--- config.mk ---
export PLATFORM = sky130hd
export DESIGN_NAME = multitouch_slot_tracker_core
export DESIGN_NICKNAME = d
export VERILOG_FILES = /design/src/rtl/mst_pkg.sv /design/src/rtl/multitouch_slot_tracker_core.sv /design/src/rtl/mst_fifo.sv /design/src/rtl/mst_front.sv /design/src/rtl/mst_back.sv
export VERILOG_INCLUDE_DIRS = /design/src /design/src/rtl
export SDC_FILE = /design/constraint.sdc
export NUM_CORES = 2
export LEC_CHECK = 0
export BUFFER_PORTS_ARGS = -buffer_cell sky130_fd_sc_hd__buf_2
export CAP_MARGIN = 0
export CELL_PAD_IN_SITES_DETAIL_PLACEMENT = 1
export CELL_PAD_IN_SITES_GLOBAL_PLACEMENT = 2
export CORE_UTILIZATION = 28
export CTS_CLUSTER_SIZE = 16
export DETAILED_ROUTE_END_ITERATION = 7
export PLACE_DENSITY_LB_ADDON = 0.1
export SLEW_MARGIN = 20
export SYNTH_ARGS = -nofsm -noshare
export SYNTH_HDL_FRONTEND = slang
export SYNTH_SLANG_ARGS = --single-unit
--- constraint.sdc ---
create_clock -name clk -period 17.2 [get_ports clk]
set_clock_uncertainty 0.15 [all_clocks]
set_input_delay 2.58 -clock clk [delete_from_list [all_inputs] [get_ports clk]]
set_output_delay 2.58 -clock clk [all_outputs]
set_load 0.02 [all_outputs]
--- src/rtl/multitouch_slot_tracker_core_macros.svh ---
// Assertion macros used by the slot tracker RTL.
// Depends on nothing; included by the modules that carry assertions.
`ifndef MULTITOUCH_SLOT_TRACKER_CORE_MACROS_SVH
`define MULTITOUCH_SLOT_TRACKER_CORE_MACROS_SVH

// Check that cons holds in every cycle where ante holds.
`define MST_ASSERT_IMPLY(lbl, clk, rst_n, ante, cons) \
	lbl: assert property (@(posedge clk) disable iff (!rst_n) (ante) |-> (cons)) \
	else $error("slot tracker check failed");

// Check that cond never holds.
`define MST_ASSERT_NEVER(lbl, clk, rst_n, cond) \
	lbl: assert property (@(posedge clk) disable iff (!rst_n) !(cond)) \
	else $error("slot tracker check failed");

`endif

--- src/rtl/mst_pkg.sv ---
// Types and constants of the multi-touch slot tracker.
// Depends on nothing; used by the top level, mst_front and mst_back.
package mst_pkg;

	localparam int SLOT_W = 4;
	localparam int VAL_W  = 32;
	localparam int FLAG_W = 5;

	localparam logic [15:0] EVT_ABS   = 16'd3;
	localparam logic [15:0] CODE_SLOT = 16'h002F;
	localparam logic [15:0] CODE_X    = 16'h0035;
	localparam logic [15:0] CODE_Y    = 16'h0036;
	localparam logic [15:0] CODE_ID   = 16'h0039;

	localparam logic [FLAG_W-1:0] FLAG_ID  = 5'h01;
	localparam logic [FLAG_W-1:0] FLAG_X   = 5'h02;
	localparam logic [FLAG_W-1:0] FLAG_Y   = 5'h04;
	localparam logic [FLAG_W-1:0] FLAG_REP = 5'h08;
	localparam logic [FLAG_W-1:0] FLAG_CHG = 5'h10;

	localparam logic [FLAG_W-1:0] FLAGS_NEW      = 5'h17;
	localparam logic [FLAG_W-1:0] FLAGS_UPDATED  = 5'h1F;
	localparam logic [FLAG_W-1:0] FLAGS_REPORTED = 5'h0F;
	localparam logic [FLAG_W-1:0] FLAGS_NONE     = 5'h00;

	localparam logic [VAL_W-1:0] ID_LIFTED = 32'hFFFF_FFFF;

	typedef enum logic [1:0] {
		OP_CHECK = 2'd0,
		OP_X     = 2'd1,
		OP_Y     = 2'd2,
		OP_ID    = 2'd3
	} op_t;

	typedef enum logic [1:0] {
		KIND_TOUCH   = 2'd0,
		KIND_MOVE    = 2'd1,
		KIND_RELEASE = 2'd2
	} kind_t;

	typedef struct packed {
		logic              screen;
		logic [SLOT_W-1:0] slot;
		op_t               op;
		logic [VAL_W-1:0]  value;
	} cmd_t;

	typedef struct packed {
		kind_t             kind;
		logic              screen;
		logic [SLOT_W-1:0] slot;
		logic [VAL_W-1:0]  x;
		logic [VAL_W-1:0]  y;
	} res_t;

endpackage

--- src/rtl/multitouch_slot_tracker_core.sv ---
// Multi-touch slot tracker, top level. Accepts one event per clock while
// full is low and returns at most one touch, move or release report per
// event. Sustained rate: one event per cycle while no queue stalls; the
// contact store does one read-modify-write a cycle, and that single port
// sets the rate. An accepted event is registered in the command queue;
// the back part decides its report from the queue head and registers it
// in the result queue, which drives the result ports. The back part
// stalls while the result queue is full; full rises once the command
// queue holds two commands. Events of a screen not below SCREENS give
// no report. Depends on mst_pkg, mst_fifo, mst_front and mst_back.
module multitouch_slot_tracker_core #(
	parameter int SLOTS   = 10,
	parameter int SCREENS = 2
) (
	input  logic               clk,
	input  logic               arst_n,
	// request side
	input  logic               push,
	output logic               full,
	input  logic               screen,
	input  logic [15:0]        ev_type,
	input  logic [15:0]        ev_code,
	input  logic signed [31:0] ev_value,
	// result side
	output logic               empty,
	input  logic               pop,
	output logic [1:0]         kind,
	output logic               out_screen,
	output logic [3:0]         out_slot,
	output logic signed [31:0] pos_x,
	output logic signed [31:0] pos_y
);

	localparam int CMD_W = $bits(mst_pkg::cmd_t);
	localparam int RES_W = $bits(mst_pkg::res_t);

	mst_pkg::cmd_t    cmd_in;
	mst_pkg::cmd_t    cmd_out;
	logic [CMD_W-1:0] cmd_rdata;
	logic             cmd_push;
	logic             cmd_full;
	logic             cmd_pop;
	logic             cmd_empty;
	mst_pkg::res_t    res_in;
	mst_pkg::res_t    res_out;
	logic [RES_W-1:0] res_rdata;
	logic             res_push;
	logic             res_full;

	// Front: classify each request and track the current slot per screen.
	mst_front #(
		.SLOTS   (SLOTS),
		.SCREENS (SCREENS)
	) u_front (
		.clk      (clk),
		.arst_n   (arst_n),
		.push     (push),
		.full     (full),
		.screen   (screen),
		.ev_type  (ev_type),
		.ev_code  (ev_code),
		.ev_value ($unsigned(ev_value)),
		.cmd_push (cmd_push),
		.cmd      (cmd_in),
		.cmd_full (cmd_full)
	);

	// Hold classified commands so front and back stall on their own.
	mst_fifo #(
		.WIDTH (CMD_W),
		.DEPTH (2)
	) u_cmd_q (
		.clk    (clk),
		.arst_n (arst_n),
		.push   (cmd_push),
		.wdata  (cmd_in),
		.full   (cmd_full),
		.pop    (cmd_pop),
		.rdata  (cmd_rdata),
		.empty  (cmd_empty)
	);

	assign cmd_out = mst_pkg::cmd_t'(cmd_rdata);

	// Back: update the contact entry and decide the report.
	mst_back #(
		.SLOTS   (SLOTS),
		.SCREENS (SCREENS)
	) u_back (
		.clk       (clk),
		.arst_n    (arst_n),
		.cmd_empty (cmd_empty),
		.cmd       (cmd_out),
		.cmd_pop   (cmd_pop),
		.res_push  (res_push),
		.res       (res_in),
		.res_full  (res_full)
	);

	// Hold finished reports until the consumer pops them.
	mst_fifo #(
		.WIDTH (RES_W),
		.DEPTH (2)
	) u_res_q (
		.clk    (clk),
		.arst_n (arst_n),
		.push   (res_push),
		.wdata  (res_in),
		.full   (res_full),
		.pop    (pop),
		.rdata  (res_rdata),
		.empty  (empty)
	);

	assign res_out    = mst_pkg::res_t'(res_rdata);
	assign kind       = res_out.kind;
	assign out_screen = res_out.screen;
	assign out_slot   = res_out.slot;
	assign pos_x      = $signed(res_out.x);
	assign pos_y      = $signed(res_out.y);

endmodule

--- src/rtl/mst_fifo.sv ---
// Small first-in first-out queue of flip-flops.
// Depends on nothing; used between the tracker parts and on the result side.
module mst_fifo #(
	parameter int WIDTH = 8,
	parameter int DEPTH = 2
) (
	input  logic             clk,
	input  logic             arst_n,
	input  logic             push,
	input  logic [WIDTH-1:0] wdata,
	output logic             full,
	input  logic             pop,
	output logic [WIDTH-1:0] rdata,
	output logic             empty
);

	localparam int PTR_W = (DEPTH > 1) ? $clog2(DEPTH) : 1;
	localparam int CNT_W = $clog2(DEPTH + 1);

	logic [WIDTH-1:0] mem_q [DEPTH];
	logic [PTR_W-1:0] wr_ptr_q;
	logic [PTR_W-1:0] rd_ptr_q;
	logic [CNT_W-1:0] cnt_q;
	logic             do_push;
	logic             do_pop;

	assign full    = (cnt_q == CNT_W'(DEPTH));
	assign empty   = (cnt_q == '0);
	assign do_push = push && !full;
	assign do_pop  = pop && !empty;
	assign rdata   = mem_q[rd_ptr_q];

	always_ff @(posedge clk or negedge arst_n) begin
		if (!arst_n) begin
			wr_ptr_q <= '0;
			rd_ptr_q <= '0;
			cnt_q    <= '0;
		end else begin
			if (do_push) begin
				wr_ptr_q <= (wr_ptr_q == PTR_W'(DEPTH - 1)) ? '0 : wr_ptr_q + 1'b1;
			end
			if (do_pop) begin
				rd_ptr_q <= (rd_ptr_q == PTR_W'(DEPTH - 1)) ? '0 : rd_ptr_q + 1'b1;
			end
			if (do_push && !do_pop) begin
				cnt_q <= cnt_q + 1'b1;
			end else if (do_pop && !do_push) begin
				cnt_q <= cnt_q - 1'b1;
			end
		end
	end

	always_ff @(posedge clk) begin
		if (do_push) begin
			mem_q[wr_ptr_q] <= wdata;
		end
	end

endmodule

--- src/rtl/mst_front.sv ---
// Front part of the slot tracker: accept events, keep the current slot
// of each screen and turn each event into a slot command. Depends on mst_pkg.
module mst_front #(
	parameter int SLOTS   = 10,
	parameter int SCREENS = 2
) (
	input  logic               clk,
	input  logic               arst_n,
	input  logic               push,
	output logic               full,
	input  logic               screen,
	input  logic [15:0]        ev_type,
	input  logic [15:0]        ev_code,
	input  logic [31:0]        ev_value,
	output logic               cmd_push,
	output mst_pkg::cmd_t      cmd,
	input  logic               cmd_full
);

	// Only screens 0 and 1 can be addressed through the one-bit port.
	localparam int NSCR = (SCREENS < 2) ? SCREENS : 2;

	logic [mst_pkg::SLOT_W-1:0] cur_slot_q [NSCR];
	logic [mst_pkg::SLOT_W-1:0] cur_slot;
	logic                       accept;
	logic                       scr_ok;
	logic                       is_abs;
	logic                       slot_ok;
	logic                       slot_sel;

	assign full    = cmd_full;
	assign accept  = push && !cmd_full;
	assign scr_ok  = (32'(screen) < SCREENS);
	assign is_abs  = (ev_type == mst_pkg::EVT_ABS);
	assign slot_ok = (ev_value < 32'(SLOTS));
	assign slot_sel = is_abs && (ev_code == mst_pkg::CODE_SLOT) && slot_ok;

	always_comb begin
		if (NSCR == 1) begin
			cur_slot = cur_slot_q[0];
		end else begin
			cur_slot = cur_slot_q[screen];
		end
	end

	always_comb begin
		cmd.screen = screen;
		cmd.value  = ev_value;
		cmd.slot   = slot_sel ? ev_value[mst_pkg::SLOT_W-1:0] : cur_slot;
		cmd.op     = mst_pkg::OP_CHECK;
		if (is_abs) begin
			case (ev_code)
				mst_pkg::CODE_X:  cmd.op = mst_pkg::OP_X;
				mst_pkg::CODE_Y:  cmd.op = mst_pkg::OP_Y;
				mst_pkg::CODE_ID: cmd.op = mst_pkg::OP_ID;
				default:          cmd.op = mst_pkg::OP_CHECK;
			endcase
		end
	end

	// Drop events of screens that do not exist.
	assign cmd_push = accept && scr_ok;

	always_ff @(posedge clk or negedge arst_n) begin
		if (!arst_n) begin
			for (int i = 0; i < NSCR; i++) begin
				cur_slot_q[i] <= '0;
			end
		end else if (cmd_push && slot_sel) begin
			if (NSCR == 1) begin
				cur_slot_q[0] <= ev_value[mst_pkg::SLOT_W-1:0];
			end else begin
				cur_slot_q[screen] <= ev_value[mst_pkg::SLOT_W-1:0];
			end
		end
	end

endmodule

--- src/rtl/mst_back.sv ---
// Back part of the slot tracker: read-modify-write of one contact entry per
// command and the touch, move and release decision. Depends on mst_pkg and
// the assertion macros.
`include "multitouch_slot_tracker_core_macros.svh"

module mst_back #(
	parameter int SLOTS   = 10,
	parameter int SCREENS = 2
) (
	input  logic          clk,
	input  logic          arst_n,
	input  logic          cmd_empty,
	input  mst_pkg::cmd_t cmd,
	output logic          cmd_pop,
	output logic          res_push,
	output mst_pkg::res_t res,
	input  logic          res_full
);

	localparam int NSCR = (SCREENS < 2) ? SCREENS : 2;
	localparam int NENT = NSCR * SLOTS;
	localparam int EW   = (NENT > 1) ? $clog2(NENT) : 1;

	logic [mst_pkg::VAL_W-1:0]  id_q    [NENT];
	logic [mst_pkg::VAL_W-1:0]  x_q     [NENT];
	logic [mst_pkg::VAL_W-1:0]  y_q     [NENT];
	logic [mst_pkg::FLAG_W-1:0] flags_q [NENT];
	logic [NENT-1:0]            vld_q;

	logic [5:0]                 idx_wide;
	logic [EW-1:0]              idx;
	logic                       go;
	logic [mst_pkg::VAL_W-1:0]  rd_id;
	logic [mst_pkg::VAL_W-1:0]  rd_x;
	logic [mst_pkg::VAL_W-1:0]  rd_y;
	logic [mst_pkg::FLAG_W-1:0] rd_flags;
	logic [mst_pkg::VAL_W-1:0]  nid;
	logic [mst_pkg::VAL_W-1:0]  nx;
	logic [mst_pkg::VAL_W-1:0]  ny;
	logic [mst_pkg::FLAG_W-1:0] nflags;
	logic [mst_pkg::FLAG_W-1:0] wr_flags;
	logic                       hit;
	mst_pkg::kind_t             kind;

	assign go       = !cmd_empty && !res_full;
	assign cmd_pop  = go;
	assign idx_wide = (cmd.screen ? 6'(SLOTS) : 6'd0) + 6'(cmd.slot);
	assign idx      = idx_wide[EW-1:0];

	// An entry never written since reset reads as zero.
	assign rd_id    = vld_q[idx] ? id_q[idx] : '0;
	assign rd_x     = vld_q[idx] ? x_q[idx] : '0;
	assign rd_y     = vld_q[idx] ? y_q[idx] : '0;
	assign rd_flags = flags_q[idx];

	always_comb begin
		nid    = rd_id;
		nx     = rd_x;
		ny     = rd_y;
		nflags = rd_flags;
		case (cmd.op)
			mst_pkg::OP_X: begin
				nx     = cmd.value;
				nflags = rd_flags | mst_pkg::FLAG_X
					| ((rd_x != cmd.value) ? mst_pkg::FLAG_CHG : mst_pkg::FLAGS_NONE);
			end
			mst_pkg::OP_Y: begin
				ny     = cmd.value;
				nflags = rd_flags | mst_pkg::FLAG_Y
					| ((rd_y != cmd.value) ? mst_pkg::FLAG_CHG : mst_pkg::FLAGS_NONE);
			end
			mst_pkg::OP_ID: begin
				nid    = cmd.value;
				nflags = rd_flags | mst_pkg::FLAG_ID | mst_pkg::FLAG_CHG;
			end
			default: begin
				nflags = rd_flags;
			end
		endcase
	end

	always_comb begin
		hit      = 1'b0;
		kind     = mst_pkg::KIND_TOUCH;
		wr_flags = nflags;
		if (nflags == mst_pkg::FLAGS_NEW) begin
			hit      = 1'b1;
			wr_flags = mst_pkg::FLAGS_REPORTED;
		end else if (nflags == mst_pkg::FLAGS_UPDATED) begin
			hit = 1'b1;
			if (nid == mst_pkg::ID_LIFTED) begin
				kind     = mst_pkg::KIND_RELEASE;
				wr_flags = mst_pkg::FLAGS_NONE;
			end else begin
				kind     = mst_pkg::KIND_MOVE;
				wr_flags = nflags & ~mst_pkg::FLAG_CHG;
			end
		end
	end

	assign res_push   = go && hit;
	assign res.kind   = kind;
	assign res.screen = cmd.screen;
	assign res.slot   = cmd.slot;
	assign res.x      = nx;
	assign res.y      = ny;

	always_ff @(posedge clk or negedge arst_n) begin
		if (!arst_n) begin
			vld_q <= '0;
			for (int i = 0; i < NENT; i++) begin
				flags_q[i] <= mst_pkg::FLAGS_NONE;
			end
		end else if (go) begin
			vld_q[idx]   <= 1'b1;
			flags_q[idx] <= wr_flags;
		end
	end

	always_ff @(posedge clk) begin
		if (go) begin
			id_q[idx] <= nid;
			x_q[idx]  <= nx;
			y_q[idx]  <= ny;
		end
	end

	`MST_ASSERT_IMPLY(a_flags_settled, clk, arst_n, go, (wr_flags != mst_pkg::FLAGS_NEW) && (wr_flags != mst_pkg::FLAGS_UPDATED))
	`MST_ASSERT_NEVER(a_no_push_full, clk, arst_n, res_push && res_full)
	`MST_ASSERT_IMPLY(a_release_id, clk, arst_n, res_push && (kind == mst_pkg::KIND_RELEASE), (nid == mst_pkg::ID_LIFTED) && (wr_flags == mst_pkg::FLAGS_NONE))

endmodule
**Yosys cells after proc, flatten, opt, wreduce, memory -nomap -nowiden**

Memory sizes are Yosys's and may differ from the RTL's.
Cells that the tools add are included.

- Bits in registers: 136
- Bits of input ports: 69
- Logic and storage cells: 150
- Memories: 5
- Memory bits (writable): 2,140

- Equality and inequality tests: 15
- Add/sub/neg operators: 9
- Bitwise logic cells: 5
- Multiplexer cells: 51
- Reductions and logical operators: 29
- $lt $le $gt $ge: 7

Memory list:

| memory | depth | bits a word | read ports | clocked after memory_dff | write ports | RTL line | source |
|---|---|---|---|---|---|---|---|
| u_back.id_q | 20 | 32 | 1 | 0 | 1 | mst_back.sv:24 | `logic [mst_pkg::VAL_W-1:0] id_q [NENT];` |
| u_back.x_q | 20 | 32 | 1 | 0 | 1 | mst_back.sv:25 | `logic [mst_pkg::VAL_W-1:0] x_q [NENT];` |
| u_back.y_q | 20 | 32 | 1 | 0 | 1 | mst_back.sv:26 | `logic [mst_pkg::VAL_W-1:0] y_q [NENT];` |
| u_res_q.mem_q | 2 | 71 | 1 | 0 | 1 | mst_fifo.sv:20 | `logic [WIDTH-1:0] mem_q [DEPTH];` |
| u_cmd_q.mem_q | 2 | 39 | 1 | 0 | 1 | mst_fifo.sv:20 |  |

Operator list:

| kind | number |
|---|---|
| $mux W32 | 6 |
| $bwmux W100 | 1 |
| $eq A16 B6 Y1 const B | 4 |
| $ne A32 B32 Y1 | 2 |
| $mux W5 | 7 |
| $eq A32 B32 Y1 const B | 1 |
| $lt A32 B4 Y1 const B | 1 |
| $mux W4 | 7 |
| $bmux W5 S5 | 1 |
| $demux W5 S5 | 1 |
| $or A20 B20 Y20 | 1 |
| $logic_and A1 B1 Y1 | 17 |
| $eq A16 B2 Y1 const B | 1 |
| $mux W2 | 8 |
| $pmux W5 S3 | 1 |
| $mux W1 | 14 |
| $eq A5 B5 Y1 const B | 2 |
| $or A5 B5 Y5 | 2 |
| $bwmux W8 | 1 |
| $eq A2 B2 Y1 const B | 4 |
| $logic_not A1 Y1 | 8 |
| $ge A6 B6 Y1 const B | 1 |
| $lt A5 B6 Y1 const B | 1 |
| $lt A6 B1 Y1 const B | 1 |
| 16 further kinds | 23 |

**Depth between registers and ports, before layout**

An unclocked memory read counts as a cell.

- Depth after elaboration: 19
- Mapped depth: 28

**Cells and area by module**

Synthesis repeated with hierarchy kept, for this count alone.

- Cells, all modules: 4,544
- Area total of the unflattened synthesis: 90,684.5 um^2

Modules (own cells, without submodules):

| module | instances | cells each | area an instance (um^2) | seq. area each (um^2) |
|---|---|---|---|---|
| mst_back | 1 | 4,071 | 81,141.6 | 60,658.2 |
| mst_fifo (u_res_q) | 1 | 240 | 5,670.4 | 4,364.2 |
| mst_fifo (u_cmd_q) | 1 | 140 | 3,007.9 | 2,442.3 |
| mst_front | 1 | 93 | 864.6 | 200.2 |

**Least setup slack after synthesis**

OpenSTA, ideal clock, no wires.

- Path kind: register -> register
- Start: register u_cmd_q.rd_ptr_q
- End: memory u_res_q.mem_q[0][0] in the netlist's numbering (enable)
- Slack: 3.975 ns
- Required time: 16.375 ns
- Cell stages (with the launch flop): 24
- Arrival: 12.399 ns
- Setup time: 0.675 ns
- Path through: dfrtp_1 > buf_6 > clkbuf_1 > clkbuf_1 > buf_1 > buf_1 > mux2_2 > ha_1 > buf_4 > buf_4 > buf_2 > buf_2 > buf_2 > buf_1 > mux4_2 > nor2_1 > o31ai_1 > nor2_1 > nor4_1 > xor2_1 > or3_1 > o21ai_2 > buf_2 > nor4_1

RTL lines:

| what | RTL line | source |
|---|---|---|
| start, declared | mst_fifo.sv:22 | `logic [PTR_W-1:0] rd_ptr_q;` |
| start signal, assigned | mst_fifo.sv:43 | `rd_ptr_q <= (rd_ptr_q == PTR_W'(DEPTH - 1)) ? '0 : rd_ptr_q + 1'b1;` |
| end, declared | mst_fifo.sv:20 |  |

==> summary.md <==
| Metric | Value |
|---|---|
| Yosys cell types | 77 |
| Top FF cell, synth | edfxtp_1 |
| Post-synth top area cell | edfxtp_1 |
| Fin worst setup slack | 8.64 ns |
| H-tree depth | 5 |
| Crit path capture | u_back.flags_q[50] |
| Max-cap viol count | 0 |
| Routed WL per cell | 33.3 um |
| Setup TNS | 0 ns |
| Post-layout min period | between 8 and 9 ns |
| Clk Latency, worst-skew pair | about 0.9 ns |
| Num CTS Buffers | between 200 and 300 |
| CP cell instances | mux2_2, ha_4, buf_4, buf_4, buf_4, mux2i_1, nand2_1, a21oi_1, nor4_1, nand3_1, nor2_1, o221a_2, nand4_1, nor3_1, nand4b_1, o21ba_4, buf_4, o31ai_1 |
| Nature of the critical path startpoint | register |
| FF+latch count, synth | between 2k and 2.5k |
| Setup bufs post-CTS | 0 |
| Total wire length | around 320,000 um |
| Detailed Routing Iterations Pass 1 | 5 |
| Kind of critical path | register to register |
| Slowest-stage cell, CP | buf_4 |
| Worst R2R Start | u_cmd_q.rd_ptr_q |
| Maximum clock rate | around 0.12 GHz |
| Crit path max-delay family | buffers and inverters |
| FILL cells | 32.0k |
| Final hold violation count | 0 |
| Ys Warns | 0 |
| CP Launch Point | u_cmd_q.rd_ptr_q |
| Post-synth top area share | 71.3% |
| CTS tree | done |
| Die area | roughly 0.32 mm^2 |
| Period utilization | 49.8% |
| Clock Sinks | 2,276 |
| Post-synth EDFFs | 2,140 |
| CP max FO | 56 |
| Initial Util | 28.2% |
| DP HPWL | 174,000 um |
| Post-place setup slack | 8.68 ns |
| Clock root cell | clkbuf_16 |
| Status | finished clean |
| Vias in the first global route | slightly above 50k |
| R2r setup slk | 8.64 ns |
| Ratio of cells with drive above 1 in the final layout | 25.8% |
| Final setup fails | 0 |
| Via count | 48.0k |
| Synth area leaders | edfxtp_1 71%, mux4_2 10%, dfrtp_1 3.8%, mux2i_1 3.1%, mux2_2 1.3% |
| Count leader, synth | edfxtp_1 |
| Synth cell count leaders | 2,140 x edfxtp_1, 399 x mux4_2, 283 x mux2i_1 |
| Global-route wire length before repair | 437,000 um |
| Worst path buffer plus inverter count | 4 |
| Initial antenna violation count | 29 |
| Vias per cell | 5.03 |
| Buffers on Ports | 141 |
| RD Place Congestion | slightly above 0.7 |
| Clock-pin slew on the worst setup and hold paths | 0.06 ns |
| Die width | approximately 570 um |
| RSZ-0062 raised after global routing | false |
| DRT iter0 DRCs | a little over 4k |
| Cell mode on critical path | buf_4 |
| Final Max Slew Viols | 0 |
| Overall Global Routing Usage | 19.4% |
| Remaining routing DRC violations | 0 |
| Tightest Pin Transition | around 1.1 ns |
| Mean Syn Cell Area | between 15 and 20 um^2 |
| CTS Buffer Depth | 4 |
| Worst R2R Path Depth | 18 |
| Worst Path Arrival | 9.11 ns |
| Crit path depth | 18 |
| Hold buffers post-CTS | 0 |
| Post-synthesis sequential area ratio | between 70% and 80% |
| Nets | 5,133 |
| Chip height | 569 um |
| Area Growth Syn to Fin | 16.4% |
| Critical path endpoint category | register |
| DRT antenna net count | 0 |
| Syn Std Cell Area | 0.0901 mm^2 |
| # rows | 207 |
| Hold Crit Class | register to register |
| Total gr overflow | 0 |
| Worst r2r dst | u_back.flags_q[50] |
| WP data required | approximately 18 ns |
| Delay of the slowest critical-path stage | 0.80 ns |
| Synth Net Count | 4,800 |
| Rel. slew slack | 23.5% |
| Syn Inst Count | 4,726 |
| Placed cell count | 9,068 |
| Post-route insts no fill | 9,538 |
| Largest net degree at the start of global routing | around 130 |
| Final Util | 32.9% |
| Core Region | 0.319 mm^2 |
| Post_cts resized | 0 |
| Ys async rst share | 5.98% |
| Top-Level Pins | between 100 and 150 |
-- worst reg2reg max path, cell delays in order (launching register included) --
cell	delay, ns
dfrtp_4	0.61
mux2_2	0.44
ha_4	0.78
buf_4	0.77
buf_4	0.81
buf_4	0.70
mux2i_1	0.18
nand2_1	0.11
a21oi_1	0.09
nor4_1	0.59
nand3_1	0.29
nor2_1	0.28
o221a_2	0.24
nand4_1	0.12
nor3_1	0.37
nand4b_1	0.14
o21ba_4	0.67
buf_4	0.85
o31ai_1	0.21
-- layout make-up --
cell class                      instances  area (um^2)  area share, %
Antenna cell                            6         15.0         0.0143
Clock buffer                          350         7380           7.04
Clock inverter                        114          744          0.709
Inverter                               31          283          0.269
Multi-Input combinational cell       2129        21100           20.1
Sequential cell                      2276        67700           64.5
Tap cell                             4284         5360           5.11
Timing Repair Buffer                  348         2370           2.25
-- routing by layer --
metal | track usage [%] | wire (um) | part of all wire (%)
met1 | 27.3 | 146000 | 46
met2 | 32.2 | 153000 | 48
met4 | 4.12 | 6180 | 1.9
met5 | 0 | 0 | 0
met3 | 2.33 | 12200 | 3.8
-- cell families after synthesis --
kind of cell,count (synthesis),synth area share (%)
XOR/XNOR,22,0.214
flip-flops,2276,75.1
buffers and inverters,321,1.90
multiplexers,789,14.5
AO/OA/AOI/OAI,572,4.51
AND/OR/NAND/NOR,741,3.77
adder cells (fa/ha/maj),5,0.0694
-- sequential cells by signal (all words and copies together), names as in the netlist --
signal / flops
u_res_q.cnt_q: 2
u_res_q.wr_ptr_q: 1
u_back.x_q: 640
u_cmd_q.mem_q: 78
u_cmd_q.wr_ptr_q: 1
u_back.flags_q: 100
u_res_q.mem_q: 142
u_back.y_q: 640
u_cmd_q.rd_ptr_q: 1
u_back.id_q: 640
u_cmd_q.cnt_q: 2
u_front.cur_slot_q: 8
u_back.vld_q: 20
u_res_q.rd_ptr_q: 1
-- worst min path at each step --
| stage | startpoint | end | cells past startpoint |
|---|---|---|---|
| after floorplan | u_back.vld_q[18] | u_back.vld_q[18] | 1 |
| after global placement | u_back.vld_q[16] | u_back.vld_q[16] | 1 |
| after detailed placement | u_back.vld_q[8] | u_back.vld_q[8] | 1 |
| after CTS | u_back.vld_q[2] | u_back.vld_q[2] | 1 |
| after global routing | u_back.vld_q[8] | u_back.vld_q[8] | 1 |
| final | u_back.vld_q[8] | u_back.vld_q[8] | 1 |
-- cell usage in the layout (no fill, tap or decap), types with 45 or more instances in the layout --
master and n:
edfxtp_1 2140, mux4_2 399, clkbuf_16 283, mux2i_1 278
nand2_1 273, buf_4 199, nor2_1 162, o22ai_1 146
buf_2 140, dfrtp_1 134, mux2_2 105, a21oi_1 105
nor3_1 85, o31ai_2 63, clkbuf_1 62, nand3_1 58
clkinv_1 56, o31ai_1 45
-- stage by stage --
step	area, um^2	hold slack [ns]
6_report	105000	0.317
5_1_grt	105000	0.332
4_1_cts	105000	0.319
3_5_place_dp	96800	0.302
3_3_place_gp	96700	0.296
2_1_floorplan	90100	0.279
Power is not shown: default switching activity piles up to over one toggle a cycle in this logic, so the estimate is an artifact.
